==> config.mk <==
export PLATFORM = sky130hd
export DESIGN_NAME = role_record_stream_parser_core_flat
export DESIGN_NICKNAME = d
export VERILOG_FILES = /design/src/rtl/core/rrsp_pkg.sv /design/src/rtl/core/rrsp_ifs.sv /design/src/rtl/core/role_record_stream_parser_core.sv /design/src/rtl/core/rrsp_front.sv /design/src/rtl/core/rrsp_queue.sv /design/src/rtl/core/rrsp_back.sv /design/src/flat_wrapper.sv
export SDC_FILE = /design/constraint.sdc
export NUM_CORES = 1
export LEC_CHECK = 0
export BUFFER_PORTS_ARGS = -buffer_cell sky130_fd_sc_hd__buf_2
export CELL_PAD_IN_SITES_DETAIL_PLACEMENT = 0
export CELL_PAD_IN_SITES_GLOBAL_PLACEMENT = 2
export CORE_ASPECT_RATIO = 1.1
export CORE_MARGIN = 2
export CORE_UTILIZATION = 48
export DETAILED_ROUTE_END_ITERATION = 12
export HOLD_SLACK_MARGIN = 0.12
export PLACE_DENSITY = 0.84
export SYNTH_ARGS = -nofsm -noshare
export SYNTH_HDL_FRONTEND = slang
export SYNTH_SLANG_ARGS = --single-unit
==> constraint.sdc <==
create_clock -name clock -period 25.4 [get_ports clock]
set_input_delay 2.54 -clock clock [delete_from_list [all_inputs] [get_ports clock]]
set_output_delay 2.54 -clock clock [all_outputs]
set_load 0.01 [all_outputs]
==> src/rtl/core/rrsp_pkg.sv <==
// Shared types and codes for the role record stream parser.
// No dependencies; every other file of the block except rrsp_ifs imports this package.
package rrsp_pkg;

   // Result kinds.
   localparam logic [1:0] KIND_RECORD = 2'd0;
   localparam logic [1:0] KIND_META   = 2'd1;
   localparam logic [1:0] KIND_STATUS = 2'd2;

   // Final status codes.
   localparam logic [1:0] STATUS_OK        = 2'd0;
   localparam logic [1:0] STATUS_TRUNCATED = 2'd1;
   localparam logic [1:0] STATUS_TRAILING  = 2'd2;

   // One queue entry: everything one input byte causes, at most a record or
   // metadata result followed by a final status.
   typedef struct packed {
      logic        rec_valid;
      logic        rec_is_meta;
      logic [31:0] record_index;
      logic [31:0] record_tag;
      logic [31:0] meta_length;
      logic [7:0]  meta_byte;
      logic        stat_valid;
      logic [1:0]  status;
      logic [31:0] total_records;
      logic [31:0] tag_limit;
   } rrsp_entry_type;

   // One result item as it leaves the block.
   typedef struct packed {
      logic [1:0]  kind;
      logic [31:0] record_index;
      logic [31:0] record_tag;
      logic [31:0] meta_length;
      logic [7:0]  meta_byte;
      logic [1:0]  status;
      logic [31:0] total_records;
      logic [31:0] tag_limit;
      logic        last_result;
   } rrsp_result_type;

endpackage

==> src/rtl/core/rrsp_ifs.sv <==
// Valid/ready channel interfaces for the request and result streams.
// No dependencies.
interface rrsp_req_if;
   logic       valid;
   logic       ready;
   logic [7:0] in_byte;
   logic       end_of_buffer;

   modport source (output valid, output in_byte, output end_of_buffer, input ready);
   modport sink   (input valid, input in_byte, input end_of_buffer, output ready);
endinterface

interface rrsp_rsp_if;
   logic        valid;
   logic        ready;
   logic [1:0]  kind;
   logic [31:0] record_index;
   logic [31:0] record_tag;
   logic [31:0] meta_length;
   logic [7:0]  meta_byte;
   logic [1:0]  status;
   logic [31:0] total_records;
   logic [31:0] tag_limit;
   logic        last_result;

   modport source (output valid, output kind, output record_index, output record_tag,
                   output meta_length, output meta_byte, output status,
                   output total_records, output tag_limit, output last_result,
                   input ready);
   modport sink   (input valid, input kind, input record_index, input record_tag,
                   input meta_length, input meta_byte, input status,
                   input total_records, input tag_limit, input last_result,
                   output ready);
endinterface

==> src/rtl/core/role_record_stream_parser_core.sv <==
// Top level of the role record stream parser: front end, entry queue and result stage.
// Depends on rrsp_pkg, rrsp_ifs, rrsp_front, rrsp_queue and rrsp_back.
//
//   Channel   Direction  Handshake      Carries
//   req_bus   in         valid/ready    in_byte, end_of_buffer (one buffer byte per request)
//   rsp_bus   out        valid/ready    kind, record header fields, meta_byte, status,
//                                       total_records, tag_limit, last_result
//
// Flow: one request byte is taken every clock while the entry queue has room. A byte
// produces at most one queue entry; the result stage sends one result per clock while
// rsp_bus.ready allows, so an end-of-buffer byte that also closes a record or carries
// metadata yields two results, the record or metadata result first and the status after
// it. A result passes through the entry queue and then the output register to rsp_bus.
// Reset: synchronous and active high; it returns the parser to the start of a buffer and
// empties the queue and the output register.
// Stalls: req_bus.ready drops only while the entry queue is full, which happens when the
// result side falls behind, as under rsp_bus.ready; the sides stall independently otherwise.
//
// The front end keeps the whole parse state (phase, byte position within the current
// field, the little-endian assembly word, header count and tag limit, records and
// metadata bytes still expected, and the sticky error code). It decides per byte what
// the byte causes and pushes a single entry describing a record or metadata result
// and/or a final status. Bytes that cause nothing, such as header bytes or bytes
// dropped after an error, leave no entry. After an end-of-buffer byte the state is
// cleared so the following byte begins a new buffer.
module role_record_stream_parser_core #(
   parameter int QueueDepth = 4
) (
   input  logic       clock,
   input  logic       reset,
   rrsp_req_if.sink   req_bus,
   rrsp_rsp_if.source rsp_bus
);
   import rrsp_pkg::*;

   logic           push_valid;
   rrsp_entry_type push_entry;
   logic           q_full;
   logic           head_valid;
   rrsp_entry_type head_entry;
   logic           pop;

   rrsp_front u_front (
      .clock      (clock),
      .reset      (reset),
      .req_bus    (req_bus),
      .q_full     (q_full),
      .push_valid (push_valid),
      .push_entry (push_entry)
   );

   rrsp_queue #(
      .QueueDepth (QueueDepth)
   ) u_queue (
      .clock      (clock),
      .reset      (reset),
      .push_valid (push_valid),
      .push_entry (push_entry),
      .q_full     (q_full),
      .head_valid (head_valid),
      .head_entry (head_entry),
      .pop        (pop)
   );

   rrsp_back u_back (
      .clock      (clock),
      .reset      (reset),
      .head_valid (head_valid),
      .head_entry (head_entry),
      .pop        (pop),
      .rsp_bus    (rsp_bus)
   );

endmodule

==> src/rtl/core/rrsp_front.sv <==
// Front end: accepts request bytes, runs the parse state and builds at most one queue entry per byte.
// Depends on rrsp_pkg and rrsp_req_if.
module rrsp_front (
   input  logic                    clock,
   input  logic                    reset,
   rrsp_req_if.sink                req_bus,
   input  logic                    q_full,
   output logic                    push_valid,
   output rrsp_pkg::rrsp_entry_type push_entry
);
   import rrsp_pkg::*;

   localparam logic [2:0] PH_HEADER = 3'd0;
   localparam logic [2:0] PH_RECORD = 3'd1;
   localparam logic [2:0] PH_META   = 3'd2;
   localparam logic [2:0] PH_DONE   = 3'd3;
   localparam logic [2:0] PH_ERROR  = 3'd4;

   logic [2:0]  phase_ff, phase_in;
   logic [3:0]  bif_ff, bif_in;
   logic [31:0] asm_ff, asm_in, asm_next;
   logic [31:0] hdr_count_ff, hdr_count_in;
   logic [31:0] hdr_limit_ff, hdr_limit_in;
   logic [31:0] rec_left_ff, rec_left_in, rec_left_dec;
   logic [31:0] cur_index_ff, cur_index_in;
   logic [31:0] cur_tag_ff, cur_tag_in;
   logic [31:0] meta_left_ff, meta_left_in, meta_left_dec;
   logic [1:0]  err_ff, err_in;
   logic        accept;
   rrsp_entry_type entry;

   assign req_bus.ready = !q_full;
   assign accept        = req_bus.valid && req_bus.ready;

   // Little-endian byte lane insert into the assembly word.
   always_comb begin
      case (bif_ff[1:0])
         2'd0:    asm_next = {asm_ff[31:8], req_bus.in_byte};
         2'd1:    asm_next = {asm_ff[31:16], req_bus.in_byte, asm_ff[7:0]};
         2'd2:    asm_next = {asm_ff[31:24], req_bus.in_byte, asm_ff[15:0]};
         default: asm_next = {req_bus.in_byte, asm_ff[23:0]};
      endcase
   end

   assign rec_left_dec  = rec_left_ff - 32'd1;
   assign meta_left_dec = meta_left_ff - 32'd1;

   always_comb begin
      phase_in     = phase_ff;
      bif_in       = bif_ff;
      asm_in       = asm_ff;
      hdr_count_in = hdr_count_ff;
      hdr_limit_in = hdr_limit_ff;
      rec_left_in  = rec_left_ff;
      cur_index_in = cur_index_ff;
      cur_tag_in   = cur_tag_ff;
      meta_left_in = meta_left_ff;
      err_in       = err_ff;
      entry        = '0;

      case (phase_ff)
         PH_HEADER: begin
            asm_in = asm_next;
            if (bif_ff == 4'd3) begin
               hdr_count_in = asm_next;
            end else if (bif_ff == 4'd7) begin
               hdr_limit_in = asm_next;
               rec_left_in  = hdr_count_ff;
               phase_in     = (hdr_count_ff != 32'd0) ? PH_RECORD : PH_DONE;
            end
            bif_in = {1'b0, bif_ff[2:0] + 3'd1};
         end
         PH_RECORD: begin
            asm_in = asm_next;
            if (bif_ff == 4'd3) begin
               cur_index_in = asm_next;
            end else if (bif_ff == 4'd7) begin
               cur_tag_in = asm_next;
            end else if (bif_ff inside {[4'd11:4'd15]}) begin
               meta_left_in       = asm_next;
               rec_left_in        = rec_left_dec;
               entry.rec_valid    = 1'b1;
               entry.record_index = cur_index_ff;
               entry.record_tag   = cur_tag_ff;
               entry.meta_length  = asm_next;
               if (asm_next != 32'd0) begin
                  phase_in = PH_META;
               end else begin
                  phase_in = (rec_left_dec != 32'd0) ? PH_RECORD : PH_DONE;
               end
            end
            bif_in = (bif_ff inside {[4'd11:4'd15]}) ? 4'd0 : bif_ff + 4'd1;
         end
         PH_META: begin
            entry.rec_valid   = 1'b1;
            entry.rec_is_meta = 1'b1;
            entry.meta_byte   = req_bus.in_byte;
            meta_left_in      = meta_left_dec;
            if (meta_left_dec == 32'd0) begin
               phase_in = (rec_left_ff != 32'd0) ? PH_RECORD : PH_DONE;
            end
         end
         PH_DONE: begin
            err_in   = STATUS_TRAILING;
            phase_in = PH_ERROR;
         end
         default: begin
            // Error phase: bytes are dropped until the end of the buffer.
         end
      endcase

      if (req_bus.end_of_buffer) begin
         entry.stat_valid    = 1'b1;
         entry.total_records = hdr_count_in;
         entry.tag_limit     = hdr_limit_in;
         if (err_in != STATUS_OK) begin
            entry.status = err_in;
         end else if (phase_in == PH_DONE) begin
            entry.status = STATUS_OK;
         end else begin
            entry.status = STATUS_TRUNCATED;
         end
         // The next byte starts a fresh buffer.
         phase_in     = PH_HEADER;
         bif_in       = '0;
         asm_in       = '0;
         hdr_count_in = '0;
         hdr_limit_in = '0;
         rec_left_in  = '0;
         cur_index_in = '0;
         cur_tag_in   = '0;
         meta_left_in = '0;
         err_in       = STATUS_OK;
      end
   end

   assign push_valid = accept && (entry.rec_valid || entry.stat_valid);
   assign push_entry = entry;

   always_ff @(posedge clock) begin
      if (reset) begin
         phase_ff     <= PH_HEADER;
         bif_ff       <= '0;
         asm_ff       <= '0;
         hdr_count_ff <= '0;
         hdr_limit_ff <= '0;
         rec_left_ff  <= '0;
         cur_index_ff <= '0;
         cur_tag_ff   <= '0;
         meta_left_ff <= '0;
         err_ff       <= STATUS_OK;
      end else if (accept) begin
         phase_ff     <= phase_in;
         bif_ff       <= bif_in;
         asm_ff       <= asm_in;
         hdr_count_ff <= hdr_count_in;
         hdr_limit_ff <= hdr_limit_in;
         rec_left_ff  <= rec_left_in;
         cur_index_ff <= cur_index_in;
         cur_tag_ff   <= cur_tag_in;
         meta_left_ff <= meta_left_in;
         err_ff       <= err_in;
      end
   end

endmodule

==> src/rtl/core/rrsp_queue.sv <==
// Small FIFO of parse entries between the front end and the result stage.
// Depends on rrsp_pkg.
module rrsp_queue #(
   parameter int QueueDepth = 4
) (
   input  logic                     clock,
   input  logic                     reset,
   input  logic                     push_valid,
   input  rrsp_pkg::rrsp_entry_type push_entry,
   output logic                     q_full,
   output logic                     head_valid,
   output rrsp_pkg::rrsp_entry_type head_entry,
   input  logic                     pop
);
   import rrsp_pkg::*;

   localparam int PtrWidth   = (QueueDepth > 1) ? $clog2(QueueDepth) : 1;
   localparam int CountWidth = $clog2(QueueDepth + 1);
   localparam logic [PtrWidth-1:0]   LastPtr  = PtrWidth'(QueueDepth - 1);
   localparam logic [CountWidth-1:0] FullCount = CountWidth'(QueueDepth);

   rrsp_entry_type          mem_ff [QueueDepth];
   logic [PtrWidth-1:0]     wr_ptr_ff, wr_ptr_in;
   logic [PtrWidth-1:0]     rd_ptr_ff, rd_ptr_in;
   logic [CountWidth-1:0]   count_ff, count_in;

   assign q_full     = (count_ff == FullCount);
   assign head_valid = (count_ff != '0);
   assign head_entry = mem_ff[rd_ptr_ff];

   always_comb begin
      wr_ptr_in = wr_ptr_ff;
      rd_ptr_in = rd_ptr_ff;
      count_in  = count_ff;
      if (push_valid) begin
         wr_ptr_in = (wr_ptr_ff == LastPtr) ? '0 : wr_ptr_ff + 1'b1;
      end
      if (pop) begin
         rd_ptr_in = (rd_ptr_ff == LastPtr) ? '0 : rd_ptr_ff + 1'b1;
      end
      if (push_valid && !pop) begin
         count_in = count_ff + 1'b1;
      end else if (pop && !push_valid) begin
         count_in = count_ff - 1'b1;
      end
   end

   always_ff @(posedge clock) begin
      if (reset) begin
         wr_ptr_ff <= '0;
         rd_ptr_ff <= '0;
         count_ff  <= '0;
      end else begin
         wr_ptr_ff <= wr_ptr_in;
         rd_ptr_ff <= rd_ptr_in;
         count_ff  <= count_in;
      end
   end

   always_ff @(posedge clock) begin
      if (push_valid) begin
         mem_ff[wr_ptr_ff] <= push_entry;
      end
   end

   // The front end holds off whenever the queue is full.
   a_no_push_when_full : assert property (@(posedge clock) disable iff (reset)
      !(push_valid && q_full))
      else $error("queue written while full");

   a_no_pop_when_empty : assert property (@(posedge clock) disable iff (reset)
      pop |-> head_valid)
      else $error("queue popped while empty");

   a_count_tracks : assert property (@(posedge clock) disable iff (reset)
      (push_valid && !pop) |=> (count_ff == $past(count_ff) + 1'b1))
      else $error("queue fill count out of step with pushes");

endmodule

==> src/rtl/core/rrsp_back.sv <==
// Result stage: expands queue entries into one or two results behind an output register.
// Depends on rrsp_pkg and rrsp_rsp_if.
module rrsp_back (
   input  logic                     clock,
   input  logic                     reset,
   input  logic                     head_valid,
   input  rrsp_pkg::rrsp_entry_type head_entry,
   output logic                     pop,
   rrsp_rsp_if.source               rsp_bus
);
   import rrsp_pkg::*;

   logic            rsp_valid_ff;
   rrsp_result_type rsp_data_ff, rsp_data_in;
   logic            part_ff, part_in;
   logic            out_free;
   logic            load;

   assign out_free = !rsp_valid_ff || rsp_bus.ready;
   assign load     = out_free && head_valid;

   // part_ff set means the record half of the head entry is already out.
   always_comb begin
      rsp_data_in = '0;
      part_in     = part_ff;
      pop         = 1'b0;
      if (head_entry.rec_valid && !part_ff) begin
         if (head_entry.rec_is_meta) begin
            rsp_data_in.kind      = KIND_META;
            rsp_data_in.meta_byte = head_entry.meta_byte;
         end else begin
            rsp_data_in.kind         = KIND_RECORD;
            rsp_data_in.record_index = head_entry.record_index;
            rsp_data_in.record_tag   = head_entry.record_tag;
            rsp_data_in.meta_length  = head_entry.meta_length;
         end
         rsp_data_in.last_result = !head_entry.stat_valid;
         if (load) begin
            pop     = !head_entry.stat_valid;
            part_in = head_entry.stat_valid;
         end
      end else begin
         rsp_data_in.kind          = KIND_STATUS;
         rsp_data_in.status        = head_entry.status;
         rsp_data_in.total_records = head_entry.total_records;
         rsp_data_in.tag_limit     = head_entry.tag_limit;
         rsp_data_in.last_result   = 1'b1;
         if (load) begin
            pop     = 1'b1;
            part_in = 1'b0;
         end
      end
   end

   always_ff @(posedge clock) begin
      if (reset) begin
         rsp_valid_ff <= 1'b0;
         part_ff      <= 1'b0;
      end else begin
         if (out_free) begin
            rsp_valid_ff <= head_valid;
         end
         part_ff <= part_in;
      end
   end

   always_ff @(posedge clock) begin
      if (load) begin
         rsp_data_ff <= rsp_data_in;
      end
   end

   assign rsp_bus.valid         = rsp_valid_ff;
   assign rsp_bus.kind          = rsp_data_ff.kind;
   assign rsp_bus.record_index  = rsp_data_ff.record_index;
   assign rsp_bus.record_tag    = rsp_data_ff.record_tag;
   assign rsp_bus.meta_length   = rsp_data_ff.meta_length;
   assign rsp_bus.meta_byte     = rsp_data_ff.meta_byte;
   assign rsp_bus.status        = rsp_data_ff.status;
   assign rsp_bus.total_records = rsp_data_ff.total_records;
   assign rsp_bus.tag_limit     = rsp_data_ff.tag_limit;
   assign rsp_bus.last_result   = rsp_data_ff.last_result;

   // Half-sent entries always carry a status still to go.
   a_part_has_status : assert property (@(posedge clock) disable iff (reset)
      part_ff |-> (head_valid && head_entry.stat_valid && head_entry.rec_valid))
      else $error("second half pending on an entry without a status");

endmodule
==> src/flat_wrapper.sv <==
// flat-port wrapper written by rule: the top's interface ports become plain ports
module role_record_stream_parser_core_flat import rrsp_pkg::*;
#(
   parameter int QueueDepth = 4
)
  (clock, reset, req_bus_valid, req_bus_in_byte, req_bus_end_of_buffer, req_bus_ready, rsp_bus_valid, rsp_bus_kind, rsp_bus_record_index, rsp_bus_record_tag, rsp_bus_meta_length, rsp_bus_meta_byte, rsp_bus_status, rsp_bus_total_records, rsp_bus_tag_limit, rsp_bus_last_result, rsp_bus_ready);
  rrsp_req_if req_bus_i ();
  rrsp_rsp_if rsp_bus_i ();
  input  logic clock;
  input  logic reset;
  input wire logic [$bits(req_bus_i.valid)-1:0] req_bus_valid;
  input wire logic [$bits(req_bus_i.in_byte)-1:0] req_bus_in_byte;
  input wire logic [$bits(req_bus_i.end_of_buffer)-1:0] req_bus_end_of_buffer;
  output wire logic [$bits(req_bus_i.ready)-1:0] req_bus_ready;
  output wire logic [$bits(rsp_bus_i.valid)-1:0] rsp_bus_valid;
  output wire logic [$bits(rsp_bus_i.kind)-1:0] rsp_bus_kind;
  output wire logic [$bits(rsp_bus_i.record_index)-1:0] rsp_bus_record_index;
  output wire logic [$bits(rsp_bus_i.record_tag)-1:0] rsp_bus_record_tag;
  output wire logic [$bits(rsp_bus_i.meta_length)-1:0] rsp_bus_meta_length;
  output wire logic [$bits(rsp_bus_i.meta_byte)-1:0] rsp_bus_meta_byte;
  output wire logic [$bits(rsp_bus_i.status)-1:0] rsp_bus_status;
  output wire logic [$bits(rsp_bus_i.total_records)-1:0] rsp_bus_total_records;
  output wire logic [$bits(rsp_bus_i.tag_limit)-1:0] rsp_bus_tag_limit;
  output wire logic [$bits(rsp_bus_i.last_result)-1:0] rsp_bus_last_result;
  input wire logic [$bits(rsp_bus_i.ready)-1:0] rsp_bus_ready;
  assign req_bus_i.valid = req_bus_valid;
  assign req_bus_i.in_byte = req_bus_in_byte;
  assign req_bus_i.end_of_buffer = req_bus_end_of_buffer;
  assign req_bus_ready = req_bus_i.ready;
  assign rsp_bus_valid = rsp_bus_i.valid;
  assign rsp_bus_kind = rsp_bus_i.kind;
  assign rsp_bus_record_index = rsp_bus_i.record_index;
  assign rsp_bus_record_tag = rsp_bus_i.record_tag;
  assign rsp_bus_meta_length = rsp_bus_i.meta_length;
  assign rsp_bus_meta_byte = rsp_bus_i.meta_byte;
  assign rsp_bus_status = rsp_bus_i.status;
  assign rsp_bus_total_records = rsp_bus_i.total_records;
  assign rsp_bus_tag_limit = rsp_bus_i.tag_limit;
  assign rsp_bus_last_result = rsp_bus_i.last_result;
  assign rsp_bus_i.ready = rsp_bus_ready;
  role_record_stream_parser_core #(.QueueDepth(QueueDepth)) u_core (.clock(clock), .reset(reset), .req_bus(req_bus_i), .rsp_bus(rsp_bus_i));
endmodule
# == Yosys cells after proc, flatten, opt, wreduce, memory -nomap -nowiden ==
# Memory sizes are Yosys's and may differ from the RTL's. A register that Yosys moved wholly into a read port is not among the register bits.
# Index checks and enable logic that the tools add are counted.
# op_classes
eq_ne,17
n_bitwise,1
muxes,74
add_sub_neg,8
reduce_logical,40
n_lt_le_gt_ge,2
# op_table
operator,n
$mux 32,26
$mux 96,4
$pmux 32 s2,2
$reduce_bool 32->1,4
$pmux 32 s3,1
$mux 67,1
$sub 32x1->32 const B,2
$logic_not 32->1,1
$mux 3,9
$mux 2,11
$ne 3x3->1 const B,5
$mux 1,14
$pmux 3 s4,1
$reduce_bool 2->1,6
$eq 3x2->1 const B,3
$reduce_bool 3->1,3
$mux 4,2
$mux 8,1
$pmux 4 s2,1
$logic_and 1x1->1,7
$reduce_and 7->1,1
$add 3x1->3 const B,2
$eq 2x2->1 const B,3
$logic_not 1->1,6
21 further kinds,26
# word_totals
ram_bits,692
output_inout_bits,175
mem_count,1
ff_bits,415
# memory_table
name,words,width,rd,rd_clocked_by_memory_dff,wr,line,source
u_core.u_queue.mem_ff,4,173,1,1,1,rrsp_queue.sv:22,rrsp_entry_type mem_ff [QueueDepth];

# == Depth between registers and ports, before layout ==
# Gate-level depths: netlist of the first run.
# depth
depth_word,18
mapped_depth,14
ltp_nobuf,12

# == By module ==
# Synthesis of the first run repeated with hierarchy kept, for this count alone.
# hier_totals
hier_cells,3116
area_unflattened_um2,45013.2
# by_module_without_submodules
mod,cells_per_inst,instances,seq_area_each_um2,area_per_inst_um2
rrsp_queue,947,1,20960.1,25416.9
rrsp_front,1792,1,4664.5,13101.3
rrsp_back,377,1,5235.0,6495.0

# == Worst setup path after synthesis of the first run ==
# OpenSTA, ideal clock, no wires.
# synth_path
kind,input-to-reg
start,input rsp_bus_ready
end,register u_core.u_queue.count_ff[2]
t_required_ns,25.330
path_slack_ns,11.798
arrival_time_ns,13.532
cell_stages,9
path_buffers,0
cell_sequence,inv_1 a21oi_1 nand2_1 ha_1 inv_1 fa_1 xor2_1 or3_1 a21oi_1
# synth_between
elab_chain_cells,7
word_cells_on_any_way,10
classes_between,mux: 4; reduce/logical: 6
# synth_rtl
item,line,source
from (decl),flat_wrapper.sv:25,input wire logic [$bits(rsp_bus_i.ready)-1:0] rsp_bus_ready;
$logic_or 1x1->1 *,rrsp_back.sv:19,assign out_free = !rsp_valid_ff || rsp_bus.ready;
$logic_and 1x1->1 *,rrsp_back.sv:20,assign load = out_free && head_valid;
via u_core.u_back.load,rrsp_back.sv:17,logic load;
"$mux 1, on equally long branches","rrsp_back.sv:48, rrsp_back.sv:38",
$mux 1 *,rrsp_back.sv:27,if (head_entry.rec_valid && !part_ff) begin
$logic_not 1->1,rrsp_queue.sv:41,if (push_valid && !pop) begin
$logic_and 1x1->1,rrsp_queue.sv:41,
$mux 3 or $reduce_bool 2->1 (tied branches),-,
to (signal assigned),rrsp_queue.sv:56,count_ff <= count_in;
to (decl),rrsp_queue.sv:25,"logic [CountWidth-1:0] count_ff, count_in;"
# The timed path passes the listed nets; every way through them passes the cells marked *.
# A chain may end at the register's enable or synchronous reset.

# == Worst setup path in the final report of the first run ==
# layout_path
start,input req_bus_end_of_buffer
end,"memory u_core.u_queue.mem_ff[3][67] in the netlist's numbering, enable pin"
# layout_between
elab_chain_cells,5
# layout_rtl
item,line,source
from (decl),flat_wrapper.sv:13,input wire logic [$bits(req_bus_i.end_of_buffer)-1:0] req_bus_end_of_buffer;
$mux 67,rrsp_front.sv:112,if (req_bus.end_of_buffer) begin
$logic_or 1x1->1,rrsp_front.sv:137,assign push_valid = accept && (entry.rec_valid || entry.stat_valid);
$logic_and 1x1->1,rrsp_front.sv:137,
$mux 1,rrsp_queue.sv:61,if (push_valid) begin
$mux 1 (implied by the code),rrsp_queue.sv:62,mem_ff[wr_ptr_ff] <= push_entry;
to (decl),rrsp_queue.sv:22,
# No other way between the ends.

==> impl_metrics.toml, run 1 <==
[job]
max-cap-violations = 0

[synthesis]
post_synth_inst_count = 3162
dominant_cells_by_area_after_synthesis = "sky130_fd_sc_hd__edfxtp_1 (58%), sky130_fd_sc_hd__dfxtp_1 (11%), sky130_fd_sc_hd__mux4_2 (8.7%)"
synth_enable_flop_cells = 865
synth_area_um2 = 45030
synthesis.nets = 3190
synth.ff_latch_count = 1109
share_of_synthesized_registers_carrying_an_async_set_or_reset_pct = 0
ys_dominant_reg_cell = "sky130_fd_sc_hd__edfxtp_1"
synth.distinct_cells = 72
synth_top_cell_by_area = "sky130_fd_sc_hd__edfxtp_1"
synth_area_per_cell_um2 = 14.24
synth-warning-count = 0
netlist.area_leader.share_pct = 57.69
synth.yosys.seq_area_share_pct = 68.53

[setup_path]
timing.critical_path.fanout_max = 68
r2r_setup_slack_ns = 19.62
path_class = "input port to register"
worst-endpoint-arrival_ns = 6.20
timing.critical_path.required_ns = 25.69
worstSetupStartpointType = "input port"
endpoint_kind = "register"
reg2reg_depth = 10

[clock_network]
tritoncts.num_buffers = 107
cell_at_the_root_of_the_clock_tree = "sky130_fd_sc_hd__clkbuf_16"
postCtsHoldBufs = 0
clock_pin_slew_of_the_registers_on_the_worst_case_setup_and_hold_paths_ns = 0.06
post_cts.repair.setup_buffers = 0
h-tree-depth = 3
cts_sinks = 1109
clock_tree_from_tritoncts = "built"
clk-insertion-delay-late_ns = 0.69
cts_repair_resized_insts = 0
clock_path_buffers = 3

[floorplan]
design.portCount = 188
die_width_um = 296.0
core_region_area_um2 = 92810
die-area_um2 = 96280
floorplan.initialDensity_pct = 48.52
core.rowCount = 117
chipHeight_um = 325.2

[sta]
rsz0062_at_grt = "false"
slew_violations = 0
post-route-period-util_pct = 23.26
timing.final.setup_violations = 0
final_critical_path_setup_slack_ns = 19.49
timing.clock.skew_ns = 0.03358
timing.setup.tns_ns = 0
final_hold_viol_count = 0
timing.fmax_ghz = 0.1692
worst_pin_slew_ns = 1.404
finalCriticalPeriod_ns = 5.909
worst_slew_margin_rel_pct = 6.390

[routing]
num_vias = 27030
drt_iter0_markers = 2848
vias_per_cell = 5.837
number_of_drc_violations_after_detailed_routing = 0
wire_per_inst_um = 24.64
detail-route-antenna-nets = 0
dr.pass1.iters = 6
route.final.wire_length_um = 114100

[finish]
utilization_pct = 54.69
drive_above_1_share_pct = 18.87
register_area_um2 = 30870
mostFrequentLayoutCell = "sky130_fd_sc_hd__edfxtp_1"
nNetsFinal = 3315
filler_cell_count = 7541
fin_cells = 4631
area_growth_syn_to_layout_pct = 12.72
fin_area_um2 = 50760
final_cell_mix = "sky130_fd_sc_hd__edfxtp_1 (865), sky130_fd_sc_hd__nor2_1 (280), sky130_fd_sc_hd__nand2_1 (278)"
multi_input_area_um2 = 13280

[placement]
dpl.hpwl_um = 72900
cell_area_reported_after_detailed_placement_um2 = 47230
gp_congestion = 0.8710
place.port_buffers = 187
place_worst_setup_slack_ns = 18.78
place_inst = 4427

[outcome]
outcome = "completed"

[global_routing]
grt_start_max_net_pins = 92
antenna_found_initial = 2
global_route.overflow_total = 0
first_global_vias = 26380
track_usage_pct = 23.62
grt_first_pass_wirelength_um = 169600

[power_and_ir_drop]
share_clk_of_total_power_pct = 32.9
power_share_of_the_sequential_group_pct = 47.6
switching_share_pct = 27.34
combPwrFrac_pct = 19.5
power_density_nw_per_um2 = 94.92
vdd_drop_max_mv = 0.09184
power_leakage_nw = 17.56
p_int_mw = 3.501
total_switching_power_mw = 1.317

[worst_hold_path]
worstHoldPathCells = 2
timing.hold.worst.class = "register to register"
-- routing by layer --
metal	GRT usage, %	vias to the layer above	share of wire [%]
met2	37.99	900	49
li1	-	12180	-
met4	7.510	0	2.8
met3	4.530	195	6.7
met1	32.55	13750	42
met5	0	-	0
-- path summary, 6_finish.rpt --
check | startpoint | end
worst max-delay path | req_bus_end_of_buffer | u_core.u_queue.mem_ff[3][67]$_DFFE_PP_
worst min-delay path | u_core.u_front.cur_index_ff[22]$_SDFFE_PP0P_ | u_core.u_front.cur_index_ff[22]$_SDFFE_PP0P_
worst max register to register | u_core.u_front.bif_ff[1]$_SDFFE_PP0P_ | u_core.u_queue.mem_ff[3][67]$_DFFE_PP_
worst min register to register | u_core.u_front.cur_index_ff[22]$_SDFFE_PP0P_ | u_core.u_front.cur_index_ff[22]$_SDFFE_PP0P_
-- worst max-delay path, stage by stage --
cell	delay, ns
sky130_fd_sc_hd__buf_4	0.57
sky130_fd_sc_hd__nor3_1	0.14
sky130_fd_sc_hd__nand2b_1	0.18
sky130_fd_sc_hd__buf_4	0.26
sky130_fd_sc_hd__inv_1	0.46
sky130_fd_sc_hd__and2_4	0.98
sky130_fd_sc_hd__buf_4	0.87
-- power by group through the flow --
stage | Clock (mW) | Sequential [mW] | Combinational [mW]
floorplan | 0 | 2.46 | 0.541
global placement | 0 | 2.33 | 0.946
detailed placement | 0 | 2.34 | 0.960
CTS | 1.62 | 2.30 | 0.965
global route | 1.69 | 2.32 | 1.02
finish | 1.59 | 2.29 | 0.938
-- metrics by stage --
step,hold slack (ns),power [mW]
after floorplan,0.4317,3.005
after global placement,0.4413,3.275
after detailed placement,0.4452,3.295
after CTS,0.4534,4.880
after global routing,0.4788,5.024
final,0.4528,4.818
-- cell type report --
| class | count | area share (%) |
|---|---|---|
| well taps | 1249 | 3.079 |
| diodes | 1 | 0.004930 |
| multi-input cells | 1795 | 26.17 |
| clock inverters | 70 | 1.341 |
| inverters | 22 | 0.1627 |
| flip-flops and latches | 1109 | 60.81 |
| clock buffers | 133 | 5.606 |
| repair buffers | 252 | 2.822 |
-- state kept, by name (all words and copies together) (netlist names), 8 cells and up, named ones only --
register	count
u_core.u_front.meta_left_ff	32
u_core.u_front.hdr_limit_ff	32
u_core.u_front.cur_tag_ff	32
u_core.u_back.rsp_bus.meta_length	32
u_core.u_front.rec_left_ff	32
u_core.u_back.rsp_bus.total_records	32
u_core.u_queue.mem_ff	692
u_core.u_back.rsp_bus.tag_limit	32
u_core.u_back.rsp_bus.record_tag	32
u_core.u_front.asm_ff	32
u_core.u_back.rsp_bus.record_index	32
u_core.u_back.rsp_bus.meta_byte	8
u_core.u_front.hdr_count_ff	32
u_core.u_front.cur_index_ff	32
-- cell families after synthesis --
logic type               Yosys count  share of synthesized area (%)
buffers and inverters            258                          2.209
flip-flops                      1109                          68.53
multiplexers                     179                          8.789
AO/OA/AOI/OAI                    534                          7.950
AND/OR/NAND/NOR                 1039                          11.54
XOR/XNOR                          28                         0.5446
adder cells (fa/ha/maj)           15                         0.4335
-- synthesized netlist by cell type, drive strengths merged, types with 5 or more instances --
master / count
or3: 15
nor2b: 169
a2111oi: 8
o31ai: 6
nand4: 13
mux4: 173
o41ai: 7
xor2: 13
nand3: 14
nor2: 284
edfxtp: 865
o211ai: 9
a211oi: 8
and2: 81
or4: 12
clkbuf: 201
buf: 35
nor4: 44
dfxtp: 244
a22o: 32
nand4b: 5
and3: 11
a22oi: 111
nand2: 280
o211a: 62
nor3: 72
ha: 14
a31oi: 5
nor3b: 8
a21oi: 178
nand3b: 5
nand2b: 13
o21ai: 87
xnor2: 15
inv: 22
mux2i: 5
No activity file was read; power rests on OpenSTA's default activity.
==> inputs of run 2 (changes only) <==
--- a/config.mk
+++ b/config.mk
@@ -5,15 +5,16 @@
 export SDC_FILE = /design/constraint.sdc
 export NUM_CORES = 1
 export LEC_CHECK = 0
+export ABC_AREA = 1
 export BUFFER_PORTS_ARGS = -buffer_cell sky130_fd_sc_hd__buf_2
 export CELL_PAD_IN_SITES_DETAIL_PLACEMENT = 0
 export CELL_PAD_IN_SITES_GLOBAL_PLACEMENT = 2
 export CORE_ASPECT_RATIO = 1.1
 export CORE_MARGIN = 2
-export CORE_UTILIZATION = 48
+export CORE_UTILIZATION = 37
 export DETAILED_ROUTE_END_ITERATION = 12
 export HOLD_SLACK_MARGIN = 0.12
-export PLACE_DENSITY = 0.84
+export PLACE_DENSITY = 0.76
 export SYNTH_ARGS = -nofsm -noshare
 export SYNTH_HDL_FRONTEND = slang
 export SYNTH_SLANG_ARGS = --single-unit
==> constraint.sdc (replaced) <==
create_clock -name clock -period 5.3 [get_ports clock]
set_input_delay 0.53 -clock clock [delete_from_list [all_inputs] [get_ports clock]]
set_output_delay 0.53 -clock clock [all_outputs]
set_load 0.01 [all_outputs]
==> impl_metrics.toml, run 2 <==
[outcome]
outcome = "completed"

[synthesis]
ys_dominant_reg_cell = "sky130_fd_sc_hd__edfxtp_1"
post_synth_inst_count = 4457
synth_top_cell_by_area = "sky130_fd_sc_hd__edfxtp_1"
synth.ff_latch_count = 1109
synth_area_per_cell_um2 = 10.27
synth-warning-count = 0
complex_gate_fraction_of_the_synthesized_area_pct = 12.02
share_of_synthesized_registers_carrying_an_async_set_or_reset_pct = 0
synthesis.nets = 4485
yosys-top-cells-count = "sky130_fd_sc_hd__nor2_1 (1050), sky130_fd_sc_hd__edfxtp_1 (865), sky130_fd_sc_hd__nand2_1 (563), sky130_fd_sc_hd__o21ai_0 (516), sky130_fd_sc_hd__a21oi_1 (298)"
post_synth_fa_ha_maj_area_fraction_pct = 0.4265
synth-simple-area-share_pct = 15.31
synth.yosys.seq_area_share_pct = 67.43
post_synth_xor_area_fraction_pct = 0.2488
synth_area_um2 = 45760
synth.distinct_cells = 51
yosys-mux-area-fraction_pct = 0
synth_most_common_cell = "sky130_fd_sc_hd__nor2_1"
netlist.area_leader.share_pct = 56.76
synth_enable_flop_cells = 865
dominant_cells_by_area_after_synthesis = "sky130_fd_sc_hd__edfxtp_1 (57%), sky130_fd_sc_hd__dfxtp_1 (11%), sky130_fd_sc_hd__nor2_1 (8.6%)"
main_combinational_cell_family_by_area_after_synthesis = "simple AND/OR/NAND/NOR gates"

[finish]
nNetsFinal = 4607
filler_cell_count = 11890
area_growth_syn_to_layout_pct = 14.32
mostFrequentLayoutCell = "sky130_fd_sc_hd__nor2_1"
drive_above_1_share_pct = 10.78
final_cell_mix = "sky130_fd_sc_hd__nor2_1 (1043), sky130_fd_sc_hd__edfxtp_1 (865), sky130_fd_sc_hd__nand2_1 (561)"
largest_register_ff_count = 692
registers.top_by_ff_count = "u_core.u_queue.mem_ff"

[sta]
timing.final.setup_violations = 0
final_hold_viol_count = 0
worst_slew_margin_rel_pct = 11.41
worst_pin_slew_ns = 1.318
timing.fmax_ghz = 0.2744
post-route-period-util_pct = 68.76
finalCriticalPeriod_ns = 3.644
rsz0062_at_grt = "false"
timing.clock.skew_ns = 0.03599
timing.setup.tns_ns = 0
slew_violations = 0

[setup_path]
path_class = "register to register"
crit-reg2reg-launch = "u_core.u_front.bif_ff[0]$_SDFFE_PP0P_"
worstSetupStartpointType = "register"
r2r_setup_slack_ns = 1.66
timing.critical_path.required_ns = 5.64
r2r-end = "u_core.u_queue.mem_ff[0][29]$_DFFE_PP_"
endpoint_kind = "register"
reg2reg_depth = 11
worst-endpoint-arrival_ns = 3.98
timing.critical_path.fanout_max = 118

[placement]
place.port_buffers = 187
dpl.hpwl_um = 81880
gp_congestion = 0.8457

[floorplan]
die_width_um = 339.3
design.portCount = 188
chipHeight_um = 372.9
die-area_um2 = 126500
core.rowCount = 135
floorplan.initialDensity_pct = 37.22
core_region_area_um2 = 123000

[routing]
drt_iter0_markers = 2365
wire_per_inst_um = 21.54
dr.pass1.iters = 7
met2WireLength_um = 65780
detail_route.wirelength.met1_um = 59890
num_vias = 32230
dr_wl_met3_um = 6441
number_of_drc_violations_after_detailed_routing = 0
detail-route-antenna-nets = 0
highest-signal-layer = "met5"
route.final.wire_length_um = 136200
vias_per_cell = 5.097

[worst_hold_path]
min_from = "req_bus_in_byte[0]"
worstHoldPathCells = 3
timing.hold.worst.class = "input port to register"
min_delay_worst_endpoint = "u_core.u_queue.mem_ff[2][67]$_DFFE_PP_"

[power_and_ir_drop]
vdd_drop_max_mv = 0.4077
power_density_nw_per_um2 = 518.8
power_share_of_the_sequential_group_pct = 41.9
total_power_mw = 27.14
power_leakage_nw = 19.12
share_clk_of_total_power_pct = 29.6
p_int_mw = 17.60
combPwrFrac_pct = 28.4
switching_share_pct = 35.18
total_switching_power_mw = 9.549

[clock_network]
clock_tree_from_tritoncts = "built"
tritoncts.num_buffers = 114
postCtsHoldBufs = 0
post_cts.repair.setup_buffers = 0
cell_at_the_root_of_the_clock_tree = "sky130_fd_sc_hd__clkbuf_16"
cts_repair_resized_insts = 0
clock_pin_slew_of_the_registers_on_the_worst_case_setup_and_hold_paths_ns = 0.07
cts_sinks = 1109
clk-insertion-delay-late_ns = 0.73
h-tree-depth = 3
clock_path_buffers = 3

[global_routing]
grt_first_pass_wirelength_um = 202600
first_global_vias = 31550
global_route.overflow_total = 0
antenna_found_initial = 2
grt_start_max_net_pins = 119
track_usage_pct = 21.16

[job]
max-cap-violations = 0
## run 2: logic make-up after synthesis
| logic type | Yosys count |
|---|---|
| adders and majority gates | 15 |
| and+or+nand+nor | 1772 |
| DFF | 1109 |
| xor gates and xnor gates | 13 |
| AOI/OAI and AO/OA | 1011 |
| buffers and inverters | 537 |
## run 2: cell type report
cell class / count / area [um2] / area share, %
Antenna cell: 3 / 7.507 / 0.01435
Clock buffer: 140 / 3033 / 5.797
Clock inverter: 73 / 710.7 / 1.358
Inverter: 277 / 1059 / 2.023
Multi-Input combinational cell: 2811 / 12910 / 24.69
Sequential cell: 1109 / 30870 / 59.00
Tap cell: 1644 / 2057 / 3.932
Timing Repair Buffer: 266 / 1669 / 3.190
## run 2: worst max-delay path, stage by stage (launching register included)
cell	delay, ns
sky130_fd_sc_hd__dfxtp_1	0.39
sky130_fd_sc_hd__ha_1	0.67
sky130_fd_sc_hd__nor2_1	0.14
sky130_fd_sc_hd__nor2_2	0.14
sky130_fd_sc_hd__inv_1	0.07
sky130_fd_sc_hd__nor2_1	0.20
sky130_fd_sc_hd__inv_2	0.05
sky130_fd_sc_hd__nand2_1	0.17
sky130_fd_sc_hd__o21ai_4	0.11
sky130_fd_sc_hd__buf_4	0.33
sky130_fd_sc_hd__nor2_4	0.18
sky130_fd_sc_hd__buf_12	0.58
## run 2: stage by stage
stage	cell area, um2	hold WS, ns	worst slack [ns]	util, %	instances
floorplan	45790	0.4215	-1.433	-	4457
global placement	48570	0.4391	1.770	39.50	6107
detailed placement	48570	0.4388	1.679	39.50	6107
CTS	52310	0.2398	1.643	42.54	6320
global route	52310	0.2846	1.382	42.54	6320
finish	52320	0.3171	1.656	42.55	6323
## run 2: routing by layer
layer	GRT usage (%)	vias to the layer above
li1	-	15500
met2	35.53	778
met4	6.971	2
met3	2.934	204
met1	28.15	15740
met5	0	-
## run 2: how the worst max path moves through the flow
stage                                     startpoint                                 endpoint  slack (ns)  depth (start not counted)
2_1_floorplan  u_core.u_front.bif_ff[0]$_SDFFE_PP0P_    u_core.u_queue.mem_ff[0][0]$_DFFE_PP_       -1.43                         11
3_3_place_gp   u_core.u_front.bif_ff[0]$_SDFFE_PP0P_  u_core.u_queue.mem_ff[0][153]$_DFFE_PP_        1.77                         11
3_5_place_dp   u_core.u_front.bif_ff[0]$_SDFFE_PP0P_  u_core.u_queue.mem_ff[0][149]$_DFFE_PP_        1.68                         11
4_1_cts        u_core.u_front.bif_ff[0]$_SDFFE_PP0P_  u_core.u_queue.mem_ff[0][159]$_DFFE_PP_        1.64                         11
5_1_grt        u_core.u_front.bif_ff[0]$_SDFFE_PP0P_  u_core.u_queue.mem_ff[0][149]$_DFFE_PP_        1.38                         11
6_report       u_core.u_front.bif_ff[0]$_SDFFE_PP0P_   u_core.u_queue.mem_ff[0][29]$_DFFE_PP_        1.66                         11
## run 2: power by group through the flow
| stage | sequential, mW | combinational [mW] | clock, mW |
|---|---|---|---|
| 6_report | 11.4 | 7.72 | 8.04 |
| 5_1_grt | 11.5 | 8.60 | 8.55 |
| 4_1_cts | 11.4 | 7.91 | 8.23 |
| 3_5_place_dp | 11.6 | 7.90 | 0 |
| 3_3_place_gp | 11.6 | 7.84 | 0 |
| 2_1_floorplan | 11.8 | 4.39 | 0 |
